==> config.mk <==
export PLATFORM = sky130hd
export DESIGN_NAME = toy_rsa24_sign_verify_flat
export DESIGN_NICKNAME = d
export VERILOG_FILES = /design/src/design/trsa_pkg.sv /design/src/design/trsa_ifs.sv /design/src/design/trsa_div.sv /design/src/design/trsa_dp.sv /design/src/design/trsa_ctrl.sv /design/src/design/toy_rsa24_sign_verify.sv /design/src/flat_wrapper.sv
export SDC_FILE = /design/constraint.sdc
export NUM_CORES = 2
export LEC_CHECK = 0
export BUFFER_PORTS_ARGS = -buffer_cell sky130_fd_sc_hd__buf_2
export CAP_MARGIN = 30
export CELL_PAD_IN_SITES_DETAIL_PLACEMENT = 0
export CELL_PAD_IN_SITES_GLOBAL_PLACEMENT = 1
export CORE_AREA = 5 5 359 449
export CTS_CLUSTER_DIAMETER = 100
export DETAILED_ROUTE_END_ITERATION = 12
export DIE_AREA = 0 0 364 454
export GPL_TIMING_DRIVEN = 0
export PLACE_DENSITY_LB_ADDON = 0.1
export SYNTH_ARGS = -nofsm -noshare
export SYNTH_HDL_FRONTEND = slang
export SYNTH_SLANG_ARGS = --single-unit
==> constraint.sdc <==
create_clock -name i_clk -period 16.08 [get_ports i_clk]
set_input_delay 3.216 -clock i_clk [delete_from_list [all_inputs] [get_ports i_clk]]
set_output_delay 3.216 -clock i_clk [all_outputs]
set_load 0.1 [all_outputs]
==> src/design/trsa_pkg.sv <==
// Shared constants, command codes and control/status types for the toy RSA block
`default_nettype none
package trsa_pkg;

    localparam int MESSAGE_BYTES_DEF = 5;
    localparam int HASH_STEP         = 13;
    localparam int PUB_EXP           = 17;
    localparam int W_N               = 25;   // modulus, phi, residues
    localparam int W_X               = 13;   // prime candidate
    localparam int W_K               = 7;    // trial divisor
    localparam int W_KSQ             = 14;   // square of trial divisor
    localparam int W_T               = 27;   // signed Euclid coefficients
    localparam int W_PROD            = 50;   // full product
    localparam int W_CNT             = 6;    // divider step count
    localparam int W_OP              = 5;

    // Divider step counts for each operand pair
    localparam logic [W_CNT-1:0] DIV_BITS_X    = 6'd13;
    localparam logic [W_CNT-1:0] DIV_BITS_EUC  = 6'd25;
    localparam logic [W_CNT-1:0] DIV_BITS_HASH = 6'd24;
    localparam logic [W_CNT-1:0] DIV_BITS_PROD = 6'd50;

    // Configuration register indexes
    localparam logic REG_PRIVATE_KEY = 1'b0;
    localparam logic REG_HASH_SEED   = 1'b1;

    // Operation codes of the input transaction
    localparam logic CMD_SIGN   = 1'b0;
    localparam logic CMD_VERIFY = 1'b1;

    // Datapath commands
    localparam logic [W_OP-1:0] OP_NONE     = 5'd0;
    localparam logic [W_OP-1:0] OP_LOAD     = 5'd1;
    localparam logic [W_OP-1:0] OP_HASH     = 5'd2;
    localparam logic [W_OP-1:0] OP_XSEED_P  = 5'd3;
    localparam logic [W_OP-1:0] OP_XSEED_Q  = 5'd4;
    localparam logic [W_OP-1:0] OP_DIV_XK   = 5'd5;
    localparam logic [W_OP-1:0] OP_KNEXT    = 5'd6;
    localparam logic [W_OP-1:0] OP_XNEXT    = 5'd7;
    localparam logic [W_OP-1:0] OP_SETP     = 5'd8;
    localparam logic [W_OP-1:0] OP_SETQ     = 5'd9;
    localparam logic [W_OP-1:0] OP_MUL_N    = 5'd10;
    localparam logic [W_OP-1:0] OP_EUC_INIT = 5'd11;
    localparam logic [W_OP-1:0] OP_DIV_EUC  = 5'd12;
    localparam logic [W_OP-1:0] OP_EUC_MUL  = 5'd13;
    localparam logic [W_OP-1:0] OP_EUC_UPD  = 5'd14;
    localparam logic [W_OP-1:0] OP_D_FIN    = 5'd15;
    localparam logic [W_OP-1:0] OP_DIV_HM   = 5'd16;
    localparam logic [W_OP-1:0] OP_SET_HMOD = 5'd17;
    localparam logic [W_OP-1:0] OP_DIV_SIG  = 5'd18;
    localparam logic [W_OP-1:0] OP_POW_INIT = 5'd19;
    localparam logic [W_OP-1:0] OP_MUL_AB   = 5'd20;
    localparam logic [W_OP-1:0] OP_MUL_BB   = 5'd21;
    localparam logic [W_OP-1:0] OP_DIV_PROD = 5'd22;
    localparam logic [W_OP-1:0] OP_SET_ACC  = 5'd23;
    localparam logic [W_OP-1:0] OP_SET_BASE = 5'd24;
    localparam logic [W_OP-1:0] OP_RESULT   = 5'd25;

    typedef struct packed {
        logic [W_OP-1:0] op;
    } t_cmd;

    typedef struct packed {
        logic div_busy;
        logic rem_zero;
        logic ksq_gt_x;
        logic nr_zero;
        logic e_zero;
        logic e_lsb;
        logic hash_last;
        logic is_verify;
        logic m_zero;
        logic out_free;
    } t_sts;

endpackage
`default_nettype wire

==> src/design/trsa_ifs.sv <==
// Valid/ready channel interfaces: input items, results and configuration writes
`default_nettype none
interface trsa_in_if #(parameter int MSG_W = 8 * trsa_pkg::MESSAGE_BYTES_DEF);
    logic             valid;
    logic             ready;
    logic             cmd;
    logic [MSG_W-1:0] message;
    logic [23:0]      modulus;
    logic [23:0]      signature;
    modport source (output valid, cmd, message, modulus, signature, input ready);
    modport sink   (input valid, cmd, message, modulus, signature, output ready);
endinterface

interface trsa_out_if;
    logic        valid;
    logic        ready;
    logic [23:0] signature_out;
    logic [23:0] modulus_out;
    logic [23:0] hash_out;
    logic        valid_res;
    modport source (output valid, signature_out, modulus_out, hash_out, valid_res,
                    input ready);
    modport sink   (input valid, signature_out, modulus_out, hash_out, valid_res,
                    output ready);
endinterface

interface trsa_cfg_if;
    logic        valid;
    logic        ready;
    logic        index;
    logic [23:0] data;
    modport source (output valid, index, data, input ready);
    modport sink   (input valid, index, data, output ready);
endinterface
`default_nettype wire

==> src/design/trsa_div.sv <==
// Restoring divider, one quotient bit per cycle, for a selectable dividend length
`default_nettype none
module trsa_div (
    input  wire logic                          i_clk,
    input  wire logic                          i_rst_n,
    input  wire logic                          i_start,
    input  wire logic [trsa_pkg::W_PROD-1:0]   i_dvd,
    input  wire logic [trsa_pkg::W_N-1:0]      i_dvs,
    input  wire logic [trsa_pkg::W_CNT-1:0]    i_bits,
    output logic                               o_busy,
    output logic [trsa_pkg::W_N-1:0]           o_quo,
    output logic [trsa_pkg::W_N-1:0]           o_rem
);
    logic [trsa_pkg::W_PROD-1:0] r_dvd;
    logic [trsa_pkg::W_N-1:0]    r_dvs;
    logic [trsa_pkg::W_CNT-1:0]  r_cnt;
    logic [trsa_pkg::W_N-1:0]    r_quo;
    logic [trsa_pkg::W_N-1:0]    r_rem;
    logic                        r_busy;
    logic [trsa_pkg::W_CNT-1:0]  w_idx;
    logic [trsa_pkg::W_N:0]      w_trial;
    logic                        w_ge;

    // Shift the next dividend bit into the partial remainder and try a subtract
    assign w_idx   = r_cnt - 1'b1;
    assign w_trial = {r_rem, r_dvd[w_idx]};
    assign w_ge    = (w_trial >= {1'b0, r_dvs});

    always_ff @(posedge i_clk) begin
        if (!i_rst_n) begin
            r_busy <= 1'b0;
        end else if (i_start) begin
            r_busy <= 1'b1;
        end else if (r_busy && (r_cnt == 1)) begin
            r_busy <= 1'b0;
        end
    end

    always_ff @(posedge i_clk) begin
        if (i_start) begin
            r_dvd <= i_dvd;
            r_dvs <= i_dvs;
            r_cnt <= i_bits;
            r_quo <= '0;
            r_rem <= '0;
        end else if (r_busy) begin
            r_cnt <= r_cnt - 1'b1;
            r_quo <= {r_quo[trsa_pkg::W_N-2:0], w_ge};
            r_rem <= w_ge ? trsa_pkg::W_N'(w_trial - {1'b0, r_dvs})
                          : w_trial[trsa_pkg::W_N-1:0];
        end
    end

    assign o_busy = r_busy;
    assign o_quo  = r_quo;
    assign o_rem  = r_rem;

`ifndef SYNTHESIS
    a_busy_cnt: assert property (@(posedge i_clk) disable iff (!i_rst_n)
        r_busy |-> (r_cnt != 0))
        else $error("divider busy with no steps left");
    a_start_busy: assert property (@(posedge i_clk) disable iff (!i_rst_n)
        (i_start && (i_bits > 1)) |=> r_busy)
        else $error("divider did not start");
`endif
endmodule
`default_nettype wire

==> src/design/trsa_dp.sv <==
// Datapath: hash, prime search, Euclid inverse, modular exponentiation and result register
`default_nettype none
module trsa_dp #(
    parameter int MESSAGE_BYTES = trsa_pkg::MESSAGE_BYTES_DEF
) (
    input  wire logic                         i_clk,
    input  wire logic                         i_rst_n,
    input  wire trsa_pkg::t_cmd               i_cmd,
    output trsa_pkg::t_sts                    o_sts,
    input  wire logic                         i_in_cmd,
    input  wire logic [8*MESSAGE_BYTES-1:0]   i_in_message,
    input  wire logic [23:0]                  i_in_modulus,
    input  wire logic [23:0]                  i_in_signature,
    input  wire logic                         i_cfg_we,
    input  wire logic                         i_cfg_index,
    input  wire logic [23:0]                  i_cfg_data,
    input  wire logic                         i_out_ready,
    output logic                              o_out_valid,
    output logic [23:0]                       o_signature_out,
    output logic [23:0]                       o_modulus_out,
    output logic [23:0]                       o_hash_out,
    output logic                              o_valid_res
);
    localparam int MSG_W  = 8 * MESSAGE_BYTES;
    localparam int BUF_W  = MSG_W + 24;
    localparam int NBYTES = MESSAGE_BYTES + 3;
    localparam int HI_W   = $clog2(NBYTES);
    localparam int WN     = trsa_pkg::W_N;
    localparam int WT     = trsa_pkg::W_T;

    logic [15:0]               r_key;
    logic [23:0]               r_seed;
    logic                      r_cmdv;
    logic [MSG_W-1:0]          r_msg;
    logic [23:0]               r_ext;
    logic [23:0]               r_sig;
    logic [31:0]               r_h;
    logic [HI_W-1:0]           r_hi;
    logic [HI_W-1:0]           r_hlast;
    logic [trsa_pkg::W_X-1:0]  r_x;
    logic [trsa_pkg::W_K-1:0]  r_k;
    logic [trsa_pkg::W_KSQ-1:0] r_ksq;
    logic [trsa_pkg::W_X-1:0]  r_p;
    logic [trsa_pkg::W_X-1:0]  r_q;
    logic [WN-1:0]             r_m;
    logic [WN-1:0]             r_phi;
    logic signed [WT-1:0]      r_t;
    logic signed [WT-1:0]      r_nt;
    logic [WN-1:0]             r_r;
    logic [WN-1:0]             r_nr;
    logic [31:0]               r_d;
    logic [WN-1:0]             r_acc;
    logic [WN-1:0]             r_base;
    logic [31:0]               r_e;
    logic [WN-1:0]             r_hmod;
    logic [trsa_pkg::W_PROD-1:0] r_prod;
    logic                      r_out_valid;
    logic [23:0]               r_sig_out;
    logic [23:0]               r_mod_out;
    logic [23:0]               r_hash_out;
    logic                      r_valid_res;

    logic [BUF_W-1:0]          w_buf;
    logic [7:0]                w_byte;
    logic [31:0]               w_hx;
    logic                      w_div_start;
    logic [trsa_pkg::W_PROD-1:0] w_dvd;
    logic [WN-1:0]             w_dvs;
    logic [trsa_pkg::W_CNT-1:0] w_bits;
    logic                      w_busy;
    logic [WN-1:0]             w_quo;
    logic [WN-1:0]             w_rem;
    logic [WN-1:0]             w_ma;
    logic [WN-1:0]             w_mb;
    logic [WT-1:0]             w_nt_abs;
    logic signed [WT-1:0]      w_p27;
    logic signed [WT-1:0]      w_tfix;

    // Hash byte: message bytes first, then the key or modulus bytes
    assign w_buf  = {r_msg, r_ext};
    assign w_byte = w_buf[(BUF_W - 1) - 8 * r_hi -: 8];
    assign w_hx   = r_h ^ (32'(w_byte) + 32'(r_hi) * 32'(trsa_pkg::HASH_STEP));

    // Divider operand selection
    always_comb begin
        w_div_start = 1'b1;
        w_dvd       = 50'(r_prod);
        w_dvs       = r_m;
        w_bits      = trsa_pkg::DIV_BITS_PROD;
        unique case (i_cmd.op)
            trsa_pkg::OP_DIV_XK: begin
                w_dvd  = 50'(r_x);
                w_dvs  = WN'(r_k);
                w_bits = trsa_pkg::DIV_BITS_X;
            end
            trsa_pkg::OP_DIV_EUC: begin
                w_dvd  = 50'(r_r);
                w_dvs  = r_nr;
                w_bits = trsa_pkg::DIV_BITS_EUC;
            end
            trsa_pkg::OP_DIV_HM: begin
                w_dvd  = 50'(r_h[23:0]);
                w_bits = trsa_pkg::DIV_BITS_HASH;
            end
            trsa_pkg::OP_DIV_SIG: begin
                w_dvd  = 50'(r_sig);
                w_bits = trsa_pkg::DIV_BITS_HASH;
            end
            trsa_pkg::OP_DIV_PROD: begin
                w_dvd  = r_prod;
            end
            default: begin
                w_div_start = 1'b0;
            end
        endcase
    end

    trsa_div u_div (
        .i_clk   (i_clk),
        .i_rst_n (i_rst_n),
        .i_start (w_div_start),
        .i_dvd   (w_dvd),
        .i_dvs   (w_dvs),
        .i_bits  (w_bits),
        .o_busy  (w_busy),
        .o_quo   (w_quo),
        .o_rem   (w_rem)
    );

    // Shared multiplier operands
    assign w_nt_abs = r_nt[WT-1] ? WT'(-r_nt) : WT'(r_nt);
    always_comb begin
        case (i_cmd.op)
            trsa_pkg::OP_MUL_AB:  begin w_ma = r_acc;  w_mb = r_base; end
            trsa_pkg::OP_EUC_MUL: begin w_ma = w_quo;  w_mb = w_nt_abs[WN-1:0]; end
            default:              begin w_ma = r_base; w_mb = r_base; end
        endcase
    end

    assign w_p27  = $signed(r_prod[WT-1:0]);
    assign w_tfix = r_t[WT-1] ? (r_t + $signed({2'b00, r_phi})) : r_t;

    // Configuration registers and output handshake
    always_ff @(posedge i_clk) begin
        if (!i_rst_n) begin
            r_key       <= '0;
            r_seed      <= '0;
            r_out_valid <= 1'b0;
        end else begin
            if (i_cfg_we) begin
                if (i_cfg_index == trsa_pkg::REG_PRIVATE_KEY) begin
                    r_key <= i_cfg_data[15:0];
                end else begin
                    r_seed <= i_cfg_data;
                end
            end
            if (i_cmd.op == trsa_pkg::OP_RESULT) begin
                r_out_valid <= 1'b1;
            end else if (i_out_ready) begin
                r_out_valid <= 1'b0;
            end
        end
    end

    // Execute datapath commands
    always_ff @(posedge i_clk) begin
        case (i_cmd.op)
            trsa_pkg::OP_LOAD: begin
                r_cmdv <= i_in_cmd;
                r_msg  <= i_in_message;
                r_sig  <= i_in_signature;
                r_h    <= {8'h00, r_seed};
                r_hi   <= '0;
                if (i_in_cmd == trsa_pkg::CMD_VERIFY) begin
                    r_ext   <= i_in_modulus;
                    r_m     <= WN'(i_in_modulus);
                    r_hlast <= HI_W'(MESSAGE_BYTES + 2);
                end else begin
                    r_ext   <= {r_key, 8'h00};
                    r_hlast <= HI_W'(MESSAGE_BYTES + 1);
                end
            end
            trsa_pkg::OP_HASH: begin
                r_h  <= {w_hx[26:0], w_hx[31:27]};
                r_hi <= r_hi + 1'b1;
            end
            trsa_pkg::OP_XSEED_P: begin
                r_x   <= {2'b01, r_key[14:4]};
                r_k   <= 7'd2;
                r_ksq <= 14'd4;
            end
            trsa_pkg::OP_XSEED_Q: begin
                r_x   <= {2'b01, r_key[10:0]};
                r_k   <= 7'd2;
                r_ksq <= 14'd4;
            end
            trsa_pkg::OP_KNEXT: begin
                r_ksq <= r_ksq + {6'd0, r_k, 1'b1};
                r_k   <= r_k + 1'b1;
            end
            trsa_pkg::OP_XNEXT: begin
                r_x   <= r_x + 1'b1;
                r_k   <= 7'd2;
                r_ksq <= 14'd4;
            end
            trsa_pkg::OP_SETP: r_p <= r_x;
            trsa_pkg::OP_SETQ: r_q <= r_x;
            trsa_pkg::OP_MUL_N: begin
                r_m   <= WN'(26'(r_p) * 26'(r_q));
                r_phi <= WN'(26'(r_p - 1'b1) * 26'(r_q - 1'b1));
            end
            trsa_pkg::OP_EUC_INIT: begin
                r_t  <= '0;
                r_nt <= WT'(1);
                r_r  <= r_phi;
                r_nr <= WN'(trsa_pkg::PUB_EXP);
            end
            trsa_pkg::OP_EUC_MUL, trsa_pkg::OP_MUL_AB, trsa_pkg::OP_MUL_BB: begin
                r_prod <= {25'd0, w_ma} * {25'd0, w_mb};
            end
            trsa_pkg::OP_EUC_UPD: begin
                r_nt <= r_nt[WT-1] ? (r_t + w_p27) : (r_t - w_p27);
                r_t  <= r_nt;
                r_r  <= r_nr;
                r_nr <= w_rem;
            end
            trsa_pkg::OP_D_FIN: begin
                r_d <= (r_r > WN'(1)) ? 32'hFFFF_FFFF : {5'd0, w_tfix};
            end
            trsa_pkg::OP_SET_HMOD: r_hmod <= w_rem;
            trsa_pkg::OP_POW_INIT: begin
                r_base <= w_rem;
                r_acc  <= (r_m == WN'(1)) ? '0 : WN'(1);
                r_e    <= (r_cmdv == trsa_pkg::CMD_VERIFY) ? 32'(trsa_pkg::PUB_EXP) : r_d;
            end
            trsa_pkg::OP_SET_ACC: r_acc <= w_rem;
            trsa_pkg::OP_SET_BASE: begin
                r_base <= w_rem;
                r_e    <= {1'b0, r_e[31:1]};
            end
            trsa_pkg::OP_RESULT: begin
                if (r_cmdv == trsa_pkg::CMD_VERIFY) begin
                    r_sig_out   <= '0;
                    r_mod_out   <= '0;
                    r_hash_out  <= (r_m == '0) ? r_h[23:0] : r_hmod[23:0];
                    r_valid_res <= (r_m != '0) && (r_acc == r_hmod);
                end else begin
                    r_sig_out   <= r_acc[23:0];
                    r_mod_out   <= r_m[23:0];
                    r_hash_out  <= r_h[23:0];
                    r_valid_res <= 1'b0;
                end
            end
            default: begin
            end
        endcase
    end

    // Status to the controller
    always_comb begin
        o_sts.div_busy  = w_busy;
        o_sts.rem_zero  = (w_rem == '0);
        o_sts.ksq_gt_x  = (r_ksq > {1'b0, r_x});
        o_sts.nr_zero   = (r_nr == '0);
        o_sts.e_zero    = (r_e == '0);
        o_sts.e_lsb     = r_e[0];
        o_sts.hash_last = (r_hi == r_hlast);
        o_sts.is_verify = (r_cmdv == trsa_pkg::CMD_VERIFY);
        o_sts.m_zero    = (r_m == '0);
        o_sts.out_free  = !r_out_valid || i_out_ready;
    end

    assign o_out_valid     = r_out_valid;
    assign o_signature_out = r_sig_out;
    assign o_modulus_out   = r_mod_out;
    assign o_hash_out      = r_hash_out;
    assign o_valid_res     = r_valid_res;
endmodule
`default_nettype wire

==> src/design/trsa_ctrl.sv <==
// Controller state machine sequencing hash, key derivation and exponentiation
`default_nettype none
module trsa_ctrl (
    input  wire logic            i_clk,
    input  wire logic            i_rst_n,
    input  wire logic            i_in_valid,
    output logic                 o_in_ready,
    input  wire trsa_pkg::t_sts  i_sts,
    output trsa_pkg::t_cmd       o_cmd
);
    localparam logic [4:0] S_IDLE   = 5'd0;
    localparam logic [4:0] S_HASH   = 5'd1;
    localparam logic [4:0] S_PSEED  = 5'd2;
    localparam logic [4:0] S_PTEST  = 5'd3;
    localparam logic [4:0] S_PDIV   = 5'd4;
    localparam logic [4:0] S_PFOUND = 5'd5;
    localparam logic [4:0] S_MULN   = 5'd6;
    localparam logic [4:0] S_EINIT  = 5'd7;
    localparam logic [4:0] S_ELOOP  = 5'd8;
    localparam logic [4:0] S_EDIV   = 5'd9;
    localparam logic [4:0] S_EUPD   = 5'd10;
    localparam logic [4:0] S_DFIN   = 5'd11;
    localparam logic [4:0] S_HDIV   = 5'd12;
    localparam logic [4:0] S_HWAIT  = 5'd13;
    localparam logic [4:0] S_VSIG   = 5'd14;
    localparam logic [4:0] S_SWAIT  = 5'd15;
    localparam logic [4:0] S_PLOOP  = 5'd16;
    localparam logic [4:0] S_PMD1   = 5'd17;
    localparam logic [4:0] S_PMW1   = 5'd18;
    localparam logic [4:0] S_PSQ    = 5'd19;
    localparam logic [4:0] S_PMD2   = 5'd20;
    localparam logic [4:0] S_PMW2   = 5'd21;
    localparam logic [4:0] S_DONE   = 5'd22;

    logic [4:0] r_state;
    logic [4:0] n_state;
    logic       r_qsel;
    logic       n_qsel;

    always_ff @(posedge i_clk) begin
        if (!i_rst_n) begin
            r_state <= S_IDLE;
            r_qsel  <= 1'b0;
        end else begin
            r_state <= n_state;
            r_qsel  <= n_qsel;
        end
    end

    // Next state and datapath command
    always_comb begin
        n_state    = r_state;
        n_qsel     = r_qsel;
        o_cmd.op   = trsa_pkg::OP_NONE;
        o_in_ready = 1'b0;
        unique case (r_state)
            S_IDLE: begin
                o_in_ready = 1'b1;
                if (i_in_valid) begin
                    o_cmd.op = trsa_pkg::OP_LOAD;
                    n_state  = S_HASH;
                end
            end
            S_HASH: begin
                o_cmd.op = trsa_pkg::OP_HASH;
                if (i_sts.hash_last) begin
                    if (!i_sts.is_verify) begin
                        n_qsel  = 1'b0;
                        n_state = S_PSEED;
                    end else if (i_sts.m_zero) begin
                        n_state = S_DONE;
                    end else begin
                        n_state = S_HDIV;
                    end
                end
            end
            S_PSEED: begin
                o_cmd.op = r_qsel ? trsa_pkg::OP_XSEED_Q : trsa_pkg::OP_XSEED_P;
                n_state  = S_PTEST;
            end
            S_PTEST: begin
                if (i_sts.ksq_gt_x) begin
                    n_state = S_PFOUND;
                end else begin
                    o_cmd.op = trsa_pkg::OP_DIV_XK;
                    n_state  = S_PDIV;
                end
            end
            S_PDIV: begin
                if (!i_sts.div_busy) begin
                    o_cmd.op = i_sts.rem_zero ? trsa_pkg::OP_XNEXT : trsa_pkg::OP_KNEXT;
                    n_state  = S_PTEST;
                end
            end
            S_PFOUND: begin
                if (r_qsel) begin
                    o_cmd.op = trsa_pkg::OP_SETQ;
                    n_state  = S_MULN;
                end else begin
                    o_cmd.op = trsa_pkg::OP_SETP;
                    n_qsel   = 1'b1;
                    n_state  = S_PSEED;
                end
            end
            S_MULN: begin
                o_cmd.op = trsa_pkg::OP_MUL_N;
                n_state  = S_EINIT;
            end
            S_EINIT: begin
                o_cmd.op = trsa_pkg::OP_EUC_INIT;
                n_state  = S_ELOOP;
            end
            S_ELOOP: begin
                if (i_sts.nr_zero) begin
                    n_state = S_DFIN;
                end else begin
                    o_cmd.op = trsa_pkg::OP_DIV_EUC;
                    n_state  = S_EDIV;
                end
            end
            S_EDIV: begin
                if (!i_sts.div_busy) begin
                    o_cmd.op = trsa_pkg::OP_EUC_MUL;
                    n_state  = S_EUPD;
                end
            end
            S_EUPD: begin
                o_cmd.op = trsa_pkg::OP_EUC_UPD;
                n_state  = S_ELOOP;
            end
            S_DFIN: begin
                o_cmd.op = trsa_pkg::OP_D_FIN;
                n_state  = S_HDIV;
            end
            S_HDIV: begin
                o_cmd.op = trsa_pkg::OP_DIV_HM;
                n_state  = S_HWAIT;
            end
            S_HWAIT: begin
                if (!i_sts.div_busy) begin
                    if (i_sts.is_verify) begin
                        o_cmd.op = trsa_pkg::OP_SET_HMOD;
                        n_state  = S_VSIG;
                    end else begin
                        o_cmd.op = trsa_pkg::OP_POW_INIT;
                        n_state  = S_PLOOP;
                    end
                end
            end
            S_VSIG: begin
                o_cmd.op = trsa_pkg::OP_DIV_SIG;
                n_state  = S_SWAIT;
            end
            S_SWAIT: begin
                if (!i_sts.div_busy) begin
                    o_cmd.op = trsa_pkg::OP_POW_INIT;
                    n_state  = S_PLOOP;
                end
            end
            S_PLOOP: begin
                if (i_sts.e_zero) begin
                    n_state = S_DONE;
                end else if (i_sts.e_lsb) begin
                    o_cmd.op = trsa_pkg::OP_MUL_AB;
                    n_state  = S_PMD1;
                end else begin
                    n_state = S_PSQ;
                end
            end
            S_PMD1: begin
                o_cmd.op = trsa_pkg::OP_DIV_PROD;
                n_state  = S_PMW1;
            end
            S_PMW1: begin
                if (!i_sts.div_busy) begin
                    o_cmd.op = trsa_pkg::OP_SET_ACC;
                    n_state  = S_PSQ;
                end
            end
            S_PSQ: begin
                o_cmd.op = trsa_pkg::OP_MUL_BB;
                n_state  = S_PMD2;
            end
            S_PMD2: begin
                o_cmd.op = trsa_pkg::OP_DIV_PROD;
                n_state  = S_PMW2;
            end
            S_PMW2: begin
                if (!i_sts.div_busy) begin
                    o_cmd.op = trsa_pkg::OP_SET_BASE;
                    n_state  = S_PLOOP;
                end
            end
            S_DONE: begin
                if (i_sts.out_free) begin
                    o_cmd.op = trsa_pkg::OP_RESULT;
                    n_state  = S_IDLE;
                end
            end
            default: begin
                n_state = S_IDLE;
            end
        endcase
    end

`ifndef SYNTHESIS
    a_accept_hash: assert property (@(posedge i_clk) disable iff (!i_rst_n)
        (i_in_valid && o_in_ready) |=> (r_state == S_HASH))
        else $error("accepted transaction did not start hashing");
    a_result_free: assert property (@(posedge i_clk) disable iff (!i_rst_n)
        (o_cmd.op == trsa_pkg::OP_RESULT) |-> i_sts.out_free)
        else $error("result written over an untaken result");
    a_ready_div_idle: assert property (@(posedge i_clk) disable iff (!i_rst_n)
        o_in_ready |-> !i_sts.div_busy)
        else $error("ready raised while divider busy");
`endif
endmodule
`default_nettype wire

==> src/design/toy_rsa24_sign_verify.sv <==
// Sign time is set by the trial-division prime search
//   (13-bit dividends), extended Euclid (25-bit dividends) and up to 32 square-and-multiply
//   rounds (50-bit dividends) on one serial divider.
// Verify runs two 24-bit reductions and five exponent rounds; modulus 0 skips them.
// Throughput: one transaction at a time; the next is accepted while a result waits.
// Reset: synchronous active low; clears the controller, divider, output valid and config.
`default_nettype none
module toy_rsa24_sign_verify #(
    parameter int MESSAGE_BYTES = trsa_pkg::MESSAGE_BYTES_DEF
) (
    input  wire logic   i_clk,
    input  wire logic   i_rst_n,
    trsa_in_if.sink     i_in,
    trsa_out_if.source  o_out,
    trsa_cfg_if.sink    i_cfg
);
    trsa_pkg::t_cmd w_cmd;
    trsa_pkg::t_sts w_sts;
    logic           w_in_ready;

    assign i_in.ready  = w_in_ready;
    assign i_cfg.ready = 1'b1;

    trsa_ctrl u_ctrl (
        .i_clk      (i_clk),
        .i_rst_n    (i_rst_n),
        .i_in_valid (i_in.valid),
        .o_in_ready (w_in_ready),
        .i_sts      (w_sts),
        .o_cmd      (w_cmd)
    );

    trsa_dp #(.MESSAGE_BYTES(MESSAGE_BYTES)) u_dp (
        .i_clk            (i_clk),
        .i_rst_n          (i_rst_n),
        .i_cmd            (w_cmd),
        .o_sts            (w_sts),
        .i_in_cmd         (i_in.cmd),
        .i_in_message     (i_in.message),
        .i_in_modulus     (i_in.modulus),
        .i_in_signature   (i_in.signature),
        .i_cfg_we         (i_cfg.valid),
        .i_cfg_index      (i_cfg.index),
        .i_cfg_data       (i_cfg.data),
        .i_out_ready      (o_out.ready),
        .o_out_valid      (o_out.valid),
        .o_signature_out  (o_out.signature_out),
        .o_modulus_out    (o_out.modulus_out),
        .o_hash_out       (o_out.hash_out),
        .o_valid_res      (o_out.valid_res)
    );
endmodule
`default_nettype wire

==> src/flat_wrapper.sv <==
// flat-port wrapper written by rule: the top's interface ports become plain ports
module toy_rsa24_sign_verify_flat 
#(
    parameter int MESSAGE_BYTES = trsa_pkg::MESSAGE_BYTES_DEF
)
  (i_clk, i_rst_n, i_in_valid, i_in_cmd, i_in_message, i_in_modulus, i_in_signature, i_in_ready, o_out_valid, o_out_signature_out, o_out_modulus_out, o_out_hash_out, o_out_valid_res, o_out_ready, i_cfg_valid, i_cfg_index, i_cfg_data, i_cfg_ready);
  trsa_in_if i_in_i ();
  trsa_out_if o_out_i ();
  trsa_cfg_if i_cfg_i ();
  input  wire logic i_clk;
  input  wire logic i_rst_n;
  input wire logic [$bits(i_in_i.valid)-1:0] i_in_valid;
  input wire logic [$bits(i_in_i.cmd)-1:0] i_in_cmd;
  input wire logic [$bits(i_in_i.message)-1:0] i_in_message;
  input wire logic [$bits(i_in_i.modulus)-1:0] i_in_modulus;
  input wire logic [$bits(i_in_i.signature)-1:0] i_in_signature;
  output wire logic [$bits(i_in_i.ready)-1:0] i_in_ready;
  output wire logic [$bits(o_out_i.valid)-1:0] o_out_valid;
  output wire logic [$bits(o_out_i.signature_out)-1:0] o_out_signature_out;
  output wire logic [$bits(o_out_i.modulus_out)-1:0] o_out_modulus_out;
  output wire logic [$bits(o_out_i.hash_out)-1:0] o_out_hash_out;
  output wire logic [$bits(o_out_i.valid_res)-1:0] o_out_valid_res;
  input wire logic [$bits(o_out_i.ready)-1:0] o_out_ready;
  input wire logic [$bits(i_cfg_i.valid)-1:0] i_cfg_valid;
  input wire logic [$bits(i_cfg_i.index)-1:0] i_cfg_index;
  input wire logic [$bits(i_cfg_i.data)-1:0] i_cfg_data;
  output wire logic [$bits(i_cfg_i.ready)-1:0] i_cfg_ready;
  assign i_in_i.valid = i_in_valid;
  assign i_in_i.cmd = i_in_cmd;
  assign i_in_i.message = i_in_message;
  assign i_in_i.modulus = i_in_modulus;
  assign i_in_i.signature = i_in_signature;
  assign i_in_ready = i_in_i.ready;
  assign o_out_valid = o_out_i.valid;
  assign o_out_signature_out = o_out_i.signature_out;
  assign o_out_modulus_out = o_out_i.modulus_out;
  assign o_out_hash_out = o_out_i.hash_out;
  assign o_out_valid_res = o_out_i.valid_res;
  assign o_out_i.ready = o_out_ready;
  assign i_cfg_i.valid = i_cfg_valid;
  assign i_cfg_i.index = i_cfg_index;
  assign i_cfg_i.data = i_cfg_data;
  assign i_cfg_ready = i_cfg_i.ready;
  toy_rsa24_sign_verify #(.MESSAGE_BYTES(MESSAGE_BYTES)) u_core (.i_clk(i_clk), .i_rst_n(i_rst_n), .i_in(i_in_i), .o_out(o_out_i), .i_cfg(i_cfg_i));
endmodule
==> reports/metrics.cfg <==
[status]
outcome=finished clean

[timing]
setup_viol_count_final=0
fmax_mhz=80.7
relSlewSlack_pct=12.7
rsz0062_at_grt=no
finClkSkew_ps=70.3
hold_viol=0
fin_crit_sh_pct=77.1
fin_crit_ps=12400
setup_tns_ps=0
worst_slew_pin_slew_ps=1310
whs_ps=458
slew_viol_final=0

[floorplanning]
ios=195
fp.dieArea_sq_um=165000
core_sq_um=157000
dieHeight_um=454
die_width_um=364
floorplan.initialDensity_pct=44.5
num_rows=163

[critical_path]
crit_family=adder cells
path_depth=32
cp_slowest_cell=a221oi_1
cp.buffers_inverters=7
crit_arrival_ps=12860
setup.worst_path.start=u_core.u_ctrl.r_state[3]$_SDFFE_PN0P_
crit_top_cell=fa_1
critPathLaunchType=flip-flop
crit_fanout=10
slowest_delay_ps=1000
setup.worst_path.class=reg -> reg
end_kind=flip-flop
worstReg2RegStart=u_core.u_ctrl.r_state[3]$_SDFFE_PN0P_
r2r_cells=32
worstPathRequired_ps=16540

[power]
peakVddDrop_v=0.000727
p_leak_nw=33.2
pwr_density_cell_nw_per_um2=227

[clock_tree]
cts_buffer_depth=3
cts_hold_buffers=0
cts_setup_buffers=0
post_cts_resized=0
cts_root_buf=clkbuf_16
cts_buffers=80
cts.sinks=775
clk_pin_slew_ps=70
tritoncts=done
clock_latency_ps=720
h-tree-depth=3

[place]
globalplace.congestion=0.966
dp_cells=9345
place_area_sq_um=74300
io_buffers=193
place_hpwl_mm=214

[cells_and_area]
seq_area_sq_um=22300
layout.nets=8747
area_growth_pct=10.3
multi_input_area_sq_um=42600
layout.cells.non_filler=9502
fin_area_sq_um=77000
layout_commonest_cell=inv_1
fillers=14800
utilization_pct=49.1
final_cell_mix=inv_1 (1006), nand2_1 (979), fa_1 (828)
drive_gt1_share_pct=7.71

[yosys]
synth_warnings=0
synthArstFlopShare_pct=0
synthTopCellsByArea=edfxtp_1 (29%), fa_1 (24%), ha_1 (7.8%), inv_1 (5.4%), nand2_1 (5.3%)
synth_seq_area_share_pct=31.9
synth_top_area_share_pct=29.1
synthCells=7012
synth_enable_flop_cells=677
synth.largest_area_cell=edfxtp_1
synth.avg_cell_area_sq_um=9.95
synth-main-ff-cell=edfxtp_1
ys_ff_latch=775
synth_area_sq_um=69800
synth_cell_types=84
synth_fp_nets=8393

[worst_hold_path]
min_path_type=reg -> reg
min_from=u_core.u_dp.r_seed[5]$_SDFFE_PN0P_
min_path_cells=2

[drt]
dr_total_vias=52500
ant_nets=0
drtIter0Drc=3938
drc=0
vias_per_cell=5.53
wl_per_cell_um=26.9
dr.pass1.iters=6
postRouteWirelength_mm=255

[global_routing]
antenna_found_initial=9
grt_pass1_wl_mm=371
grt_max_degree=77
track_usage_pct=31.0
first_global_vias=54700
grt_remaining_overflow=0

[job]
max_cap_viol_count=0

-- cell usage after synthesis, types with 31 or more instances --
| library cell | count |
|---|---|
| inv_1 | 1007 |
| nand2_1 | 980 |
| fa_1 | 828 |
| nor2_1 | 692 |
| edfxtp_1 | 677 |
| ha_1 | 434 |
| clkbuf_1 | 272 |
| a21oi_1 | 255 |
| and2_1 | 219 |
| o21ai_0 | 183 |
| xnor2_1 | 176 |
| xor2_1 | 128 |
| dfxtp_1 | 98 |
| a21o_1 | 84 |
| nor2b_1 | 80 |
| nand2b_1 | 78 |
| nor3_1 | 64 |
| nand3_1 | 62 |
| nor4_1 | 51 |
| mux2_2 | 49 |
| mux2i_1 | 46 |
| a211oi_1 | 43 |
| a221o_1 | 37 |
| a31oi_1 | 37 |
| o21a_1 | 33 |
| o21bai_1 | 32 |
| mux4_2 | 31 |
-- worst reg2reg max path, delay by kind of cell (launching register included) --
| family | cells | cell delay [ps] |
|---|---|---|
| xor gates and xnor gates | 1 | 350 |
| and+or+nand+nor | 8 | 2080 |
| DFF | 1 | 410 |
| buffers and inverters | 7 | 1650 |
| adders and majority gates | 8 | 4190 |
| AOI/OAI and AO/OA | 8 | 3460 |
-- final timing paths --
| check | end | slack [ps] |
|---|---|---|
| setup / recovery | u_core.u_dp.r_prod[49]$_DFFE_PP_ | 3680 |
| hold / removal | u_core.u_dp.r_seed[5]$_SDFFE_PN0P_ | 460 |
| setup reg to reg | u_core.u_dp.r_prod[49]$_DFFE_PP_ | 3680 |
| hold reg to reg | u_core.u_dp.r_seed[5]$_SDFFE_PN0P_ | 460 |
-- through the flow --
step,total power [mW],setup WS [ps]
6_report,17.5,3680
3_3_place_gp,15.3,-4180
5_1_grt,18.9,3550
4_1_cts,17.6,3910
3_5_place_dp,15.4,4030
2_1_floorplan,11.2,1970
-- sequential cells by signal, summed over array words and instances (netlist names), 25 cells and up --
| register | count |
|---|---|
| u_core.u_dp.r_msg | 40 |
| u_core.u_dp.r_t | 27 |
| u_core.u_dp.u_div.o_rem | 25 |
| u_core.u_dp.r_m | 25 |
| u_core.u_dp.r_prod | 50 |
| u_core.u_dp.r_acc | 25 |
| u_core.u_dp.r_h | 32 |
| u_core.u_dp.r_nt | 27 |
| u_core.u_dp.r_e | 32 |
| u_core.u_dp.r_hmod | 25 |
| u_core.u_dp.u_div.r_dvs | 25 |
| u_core.u_dp.r_d | 28 |
| u_core.u_dp.r_r | 25 |
| u_core.u_dp.u_div.o_quo | 25 |
| u_core.u_dp.r_base | 25 |
| u_core.u_dp.r_phi | 25 |
| u_core.u_dp.u_div.r_dvd | 50 |
| u_core.u_dp.r_nr | 25 |
-- layer usage --
metal  part of all wire [%]  up-vias  routed length, um  track usage, %
li1                       -    23600                  -               -
met1                     37    26500              94400            36.2
met2                     50     1908             128000            54.8
met3                    5.3      596              13700            3.79
met4                    7.6        2              19400            18.7
met5                 0.0051        -                 13               0
-- logic make-up after synthesis --
family                     Yosys count  share of synthesized area, %
adders and majority gates         1262                          31.5
other                                1                       0.00537
xor gates and xnor gates           304                          3.81
and+or+nand+nor                   2349                          14.9
buffers and inverters             1329                          7.23
DFF                                775                          31.9
AOI/OAI and AO/OA                  866                          8.11
muxes                              126                          2.45
-- final cells by class --
cell class | instances | share of cell area (%)
multi-input combinational | 4908 | 55.3
clock inverter | 45 | 0.658
tap | 2062 | 3.35
inverter | 1009 | 4.92
timing repair buffer | 272 | 2.36
antenna | 8 | 0.0260
clock buffer | 103 | 2.78
buffer | 320 | 1.64
sequential | 775 | 28.9
-- where the power goes --
| part | total [mW] | internal (mW) | leakage, nW | switching (mW) |
|---|---|---|---|---|
| Sequential | 3.46 | 3.05 | 6.94 | 0.407 |
| Clock | 1.92 | 1.04 | 1.28 | 0.875 |
| Combinational | 12.1 | 4.54 | 25.0 | 7.59 |
(Power assumes the default switching activity.)
